<file path="src/rtl/assert_macros.svh">
// ---------------------------------------------------------------------------
// Assertion macros
// Shared concurrent assertion forms, clocked on clk, disabled in reset.
// ---------------------------------------------------------------------------
`ifndef ASSERT_MACROS_SVH
`define ASSERT_MACROS_SVH

// Same-cycle implication.
`define ASSERT_SAME(label, ante, cons, msg) \
    label: assert property (@(posedge clk) disable iff (!rst_n) (ante) |-> (cons)) \
        else $error(msg);

// Next-cycle implication.
`define ASSERT_NEXT(label, ante, cons, msg) \
    label: assert property (@(posedge clk) disable iff (!rst_n) (ante) |=> (cons)) \
        else $error(msg);

`endif

</file>
<file path="src/rtl/rppa_pkg.sv">
// ---------------------------------------------------------------------------
// Random page pool allocator package
// Payload types, codes and controller/datapath command and status types.
// ---------------------------------------------------------------------------
`default_nettype none

package rppa_pkg;

    localparam int POOL_DEPTH_DEF = 1024;
    localparam int PAGE_COUNT_W   = 11;
    localparam int ID_W           = 10;
    localparam int TOTAL_W        = 11;
    localparam int RAND_W         = 32;
    localparam int DIV_STEP_W     = $clog2(RAND_W + 1);

    localparam logic [PAGE_COUNT_W-1:0] PAGE_COUNT_RESET = PAGE_COUNT_W'(1024);

    typedef enum logic [1:0] {
        KIND_TAKE    = 2'd0,
        KIND_RELEASE = 2'd1,
        KIND_MAP     = 2'd2,
        KIND_UNMAP   = 2'd3
    } kind_t;

    typedef enum logic [1:0] {
        ST_DONE    = 2'd0,
        ST_ALREADY = 2'd1,
        ST_LIMIT   = 2'd2,
        ST_BAD_ID  = 2'd3
    } status_t;

    typedef struct packed {
        kind_t              kind;
        logic [ID_W-1:0]    page_id;
        logic [RAND_W-1:0]  random;
    } in_item_t;

    typedef struct packed {
        logic [ID_W-1:0]    chosen_page;
        logic [TOTAL_W-1:0] mapped_total;
        status_t            status;
    } out_item_t;

    typedef enum logic [3:0] {
        DP_NOP,
        DP_CLEAR,
        DP_LOAD,
        DP_CHECK,
        DP_SET_AB,
        DP_MARK,
        DP_RD_B,
        DP_WR1,
        DP_WR2,
        DP_OUT
    } dp_op_t;

    typedef struct packed {
        dp_op_t op;
    } dp_cmd_t;

    typedef struct packed {
        kind_t kind;
        logic  reject;
        logic  mark_reject;
        logic  div_done;
        logic  clear_last;
    } dp_status_t;

endpackage

`default_nettype wire

</file>
<file path="src/rtl/rppa_ctrl.sv">
// ---------------------------------------------------------------------------
// Random page pool allocator controller
// Sequences reset sweep, checks, remainder, table swap and result hand-off.
// ---------------------------------------------------------------------------
`default_nettype none

module rppa_ctrl
    import rppa_pkg::*;
(
    input  wire logic       clk,
    input  wire logic       rst_n,
    input  wire logic       in_valid,
    output logic            in_ready,
    output logic            out_valid,
    input  wire logic       out_ready,
    input  wire dp_status_t st,
    output dp_cmd_t         cmd
);

    typedef enum logic [3:0] {
        S_CLEAR,
        S_IDLE,
        S_CHECK,
        S_DIV,
        S_SLOT,
        S_RD_A,
        S_RD_B,
        S_WR1,
        S_WR2,
        S_OUT
    } state_t;

    state_t state_reg;
    state_t state_next;
    logic   out_valid_reg;
    logic   out_valid_next;
    logic   out_free;

    always_comb
    begin
        state_next     = state_reg;
        cmd.op         = DP_NOP;
        out_free       = !out_valid_reg || out_ready;
        out_valid_next = out_valid_reg && !out_ready;
        unique case (state_reg)
            S_CLEAR:
            begin
                cmd.op = DP_CLEAR;
                if (st.clear_last)
                    state_next = S_IDLE;
            end
            S_IDLE:
            begin
                if (in_valid)
                begin
                    cmd.op     = DP_LOAD;
                    state_next = S_CHECK;
                end
            end
            S_CHECK:
            begin
                cmd.op = DP_CHECK;
                if (st.reject)
                    state_next = S_OUT;
                else if (st.kind == KIND_TAKE || st.kind == KIND_RELEASE)
                    state_next = S_DIV;
                else
                    state_next = S_SLOT;
            end
            S_DIV:
            begin
                if (st.div_done)
                begin
                    cmd.op     = DP_SET_AB;
                    state_next = S_RD_A;
                end
            end
            S_SLOT:
            begin
                cmd.op     = DP_MARK;
                state_next = st.mark_reject ? S_OUT : S_RD_A;
            end
            S_RD_A:
                state_next = S_RD_B;
            S_RD_B:
            begin
                cmd.op     = DP_RD_B;
                state_next = S_WR1;
            end
            S_WR1:
            begin
                cmd.op     = DP_WR1;
                state_next = S_WR2;
            end
            S_WR2:
            begin
                cmd.op     = DP_WR2;
                state_next = S_OUT;
            end
            S_OUT:
            begin
                if (out_free)
                begin
                    cmd.op         = DP_OUT;
                    out_valid_next = 1'b1;
                    state_next     = S_IDLE;
                end
            end
            default:
                state_next = S_IDLE;
        endcase
    end

    always_ff @(posedge clk or negedge rst_n)
    begin
        if (!rst_n)
        begin
            state_reg     <= S_CLEAR;
            out_valid_reg <= 1'b0;
        end
        else
        begin
            state_reg     <= state_next;
            out_valid_reg <= out_valid_next;
        end
    end

    assign in_ready  = state_reg == S_IDLE;
    assign out_valid = out_valid_reg;

endmodule

`default_nettype wire

</file>
<file path="config.mk">
export PLATFORM = sky130hd
export DESIGN_NAME = rppa_ctrl
export DESIGN_NICKNAME = d
export VERILOG_FILES = /design/src/rtl/assert_macros.svh /design/src/rtl/rppa_pkg.sv /design/src/rtl/rppa_ctrl.sv
export SDC_FILE = /design/constraint.sdc
export NUM_CORES = 1
export LEC_CHECK = 0
export ABC_CLOCK_PERIOD_IN_PS = 4000
export BUFFER_PORTS_ARGS = -buffer_cell sky130_fd_sc_hd__buf_2
export CORE_AREA = 4 4 41 43
export CTS_CLUSTER_DIAMETER = 60
export DETAILED_ROUTE_END_ITERATION = 8
export DIE_AREA = 0 0 45 47
export PLACE_DENSITY = 0.65
export SETUP_SLACK_MARGIN = 0.02
export SYNTH_ARGS = -nofsm -noshare
export SYNTH_HDL_FRONTEND = slang
export SYNTH_SLANG_ARGS = --single-unit
</file>
<file path="constraint.sdc">
create_clock -name clk -period 4 [get_ports clk]
set_clock_uncertainty 0.1 [all_clocks]
set_input_delay 0.2 -clock clk [delete_from_list [all_inputs] [get_ports clk]]
set_output_delay 0.2 -clock clk [all_outputs]
set_load 0.02 [all_outputs]
</file>
==> summary.txt <==
Yosys
  • Post-synth EDFFs: 0
  • Main synth FF type: dfrtp_1
  • Cells after Synth: 61
  • Synthesized netlist net count: 71
  • Yosys reg bits: 5
  • Synth Cell Area: 449 sq um
  • Syn Area/Cell: 7.36 sq um
  • Syn. warnings: 0
  • Yosys cell types: 27
  • Sequential fraction of the synthesis area: 0.279
  • Async SR Flop Fraction: 1.00

Floorplan
  • Initial Util: 0.345
  • Die area: 2120 sq um
  • Die X-Extent: 45 um
  • Die height: 47 um
  • Site row count: 13
  • Core area: 1300 sq um
  • Io pins: 16

Setup path
  • Reg2reg end: state_reg[0]$_DFFE_PN0P_
  • Critical path class: flip-flop to output pin
  • Critical Path Start: state_reg[0]$_DFFE_PN0P_
  • CP Data Required Time: 3700 ps
  • CP Capture Point: cmd[1]
  • Arrival @ worst endpoint: 1820 ps
  • Crit path capture type: output pin
  • Critical Path Fanout Max: 13
  • Flop2flop setup slack: 2350 ps
  • Nature of the critical path startpoint: flip-flop
  • Worst r2r src: state_reg[2]$_DFFE_PN0P_
  • Reg2Reg Depth: 4

Clock tree
  • Clock sinks: 5
  • Worst-path clk slew: 40 ps
  • Num CTS Buffers: 3
  • CTS tree: yes
  • Post-CTS Hold Buffers: 1
  • CTS root buffer: clkbuf_4
  • Skew-Pair Late Insertion Delay: 240 ps
  • H-tree Lvls: 1
  • Setup Buffers After CTS: 0
  • CTS max path bufs: 2
  • Post-CTS sizing: 0

Cells and area
  • Share of layout cells above drive strength 1: 0.276
  • Final Net Count: 87
  • Antenna Diode Count: 0
  • Finished Layout Cells: 91
  • Area Growth Syn to Fin: 22.3%
  • Max reg flops: 4
  • Design Area, Final: 549 sq um

Timing
  • Final min period: 2120 ps
  • Final hold violation count: 0
  • Setup-failing EPs final: 0
  • Rel. slew slack: 0.699
  • Final Cycle Share: 0.529
  • Least-Margin Pin Slew: 452 ps
  • RSZ-0062 raised after global routing: false
  • Slew Viols, Final: 0
  • Peak Freq: 0.473 GHz
  • Setup TNS Final: 0 ps

Routing
  • Via count: 503
  • Total Wirelength: 1070 um
  • Final ANT Viol Nets: 0
  • First-pass iteration count of the detailed router: 4
  • DR WL/cell: 11.7 um
  • Starting DRT DRC Count: 15
  • Drc violations: 0
  • Vias/cell: 5.53

Placed design
  • Placed Area: 513 sq um
  • Final GP Congestion: 0.792
  • Dpl cells: 86
  • Post-DP HPWL: 792 um
  • IO buf count: 14

Power
  • IR drop worst, VDD: 0.369 mV
  • Cell leakage power: 0.260 nW
  • PD cells: 815 nW/um^2

Global routing
  • Pin count of the biggest net entering global routing: 17
  • First-pass GRT wire length: 1860 um
  • Vias in the first global route: 458
  • Antenna violations before repair: 0
  • Gr usage total: 0.123
  • Grt ovf: 0

Status
  • Status: complete, no violations

Min path
  • Hold_sp: st[2]
  • HP Class: input port to flip-flop

Run
  • Maxcap violations: 0
[cells in the mapped netlist (2+ instances only)]
master | instances | share of area
nor2_1 | 9 | 0.075
a21oi_1 | 8 | 0.089
dfrtp_1 | 5 | 0.28
nand2_1 | 5 | 0.042
o21ai_0 | 5 | 0.056
inv_1 | 3 | 0.025
nand2b_1 | 3 | 0.042
a31oi_1 | 2 | 0.028
buf_2 | 2 | 0.022
nor3_1 | 2 | 0.022
[metal layers]
layer / track usage / vias to the layer above / wire [um]
met2: 0.184 / 19 / 469
met5: 0 / - / 0
met1: 0.161 / 232 / 513
met3: 0.0766 / 0 / 84
li1: - / 252 / -
met4: 0 / 0 / 0
[critical path, cell delays in order, from the launching register on]
cell     delay (ps)
dfrtp_1         560
inv_1           190
or4b_1          520
a21oi_1         130
buf_2           180
[where the power goes]
group | leakage, nW | switching (mW) | internal, mW
logic | 0.182 | 0.152 | 0.112
registers | 0.0635 | 0.0561 | 0.0711
clock network | 0.0150 | 0.0195 | 0.0376
total | 0.260 | 0.227 | 0.221
[kinds of logic (layout without fill, tap and decap cells)]
| kind of cell | after synthesis | in the layout | synth area share |
|---|---|---|---|
| and+or+nand+nor | 24 | 24 | 0.256 |
| DFF | 5 | 5 | 0.279 |
| buffers and inverters | 7 | 22 | 0.0808 |
| AOI/OAI and AO/OA | 25 | 25 | 0.384 |
[final cells by class]
type | count | area (sq um)
clock buffer | 4 | 26.3
fill | 155 | 752
inverter | 3 | 11.3
multi-input combinational | 49 | 288
sequential | 5 | 125
tap | 15 | 18.8
timing repair buffer | 15 | 80.1
[worst min path at each step]
stage | endpoint | cells after the start | slack [ps]
6_report | state_reg[2]$_DFFE_PN0P_ | 2 | 60
3_3_place_gp | out_valid$_DFF_PN0_ | 1 | -80
2_1_floorplan | out_valid$_DFF_PN0_ | 0 | -200
5_1_grt | state_reg[2]$_DFFE_PN0P_ | 2 | 50
3_5_place_dp | state_reg[2]$_DFFE_PN0P_ | 1 | -80
4_1_cts | state_reg[2]$_DFFE_PN0P_ | 2 | 50
[per-stage QoR]
step	setup slack, ps	utilization	power [mW]	hold slack [ps]
6_report	1880	0.422	0.448	64.4
5_1_grt	1730	0.422	0.499	50.1
4_1_cts	1860	0.422	0.454	53.8
3_5_place_dp	2140	0.394	0.392	-82.3
3_3_place_gp	2130	0.394	0.390	-84.4
2_1_floorplan	2350	-	0.335	-196
[placed cells by master, fill, tap and decap left out, drive strengths merged, types with 2 or more instances in the layout]
master	n
a21oi	9
a31oi	2
buf	14
clkbuf	4
dfrtp	5
inv	3
nand2	5
nand2b	3
nor2	9
nor3	2
o21ai	7
(Power assumes the default switching activity.)
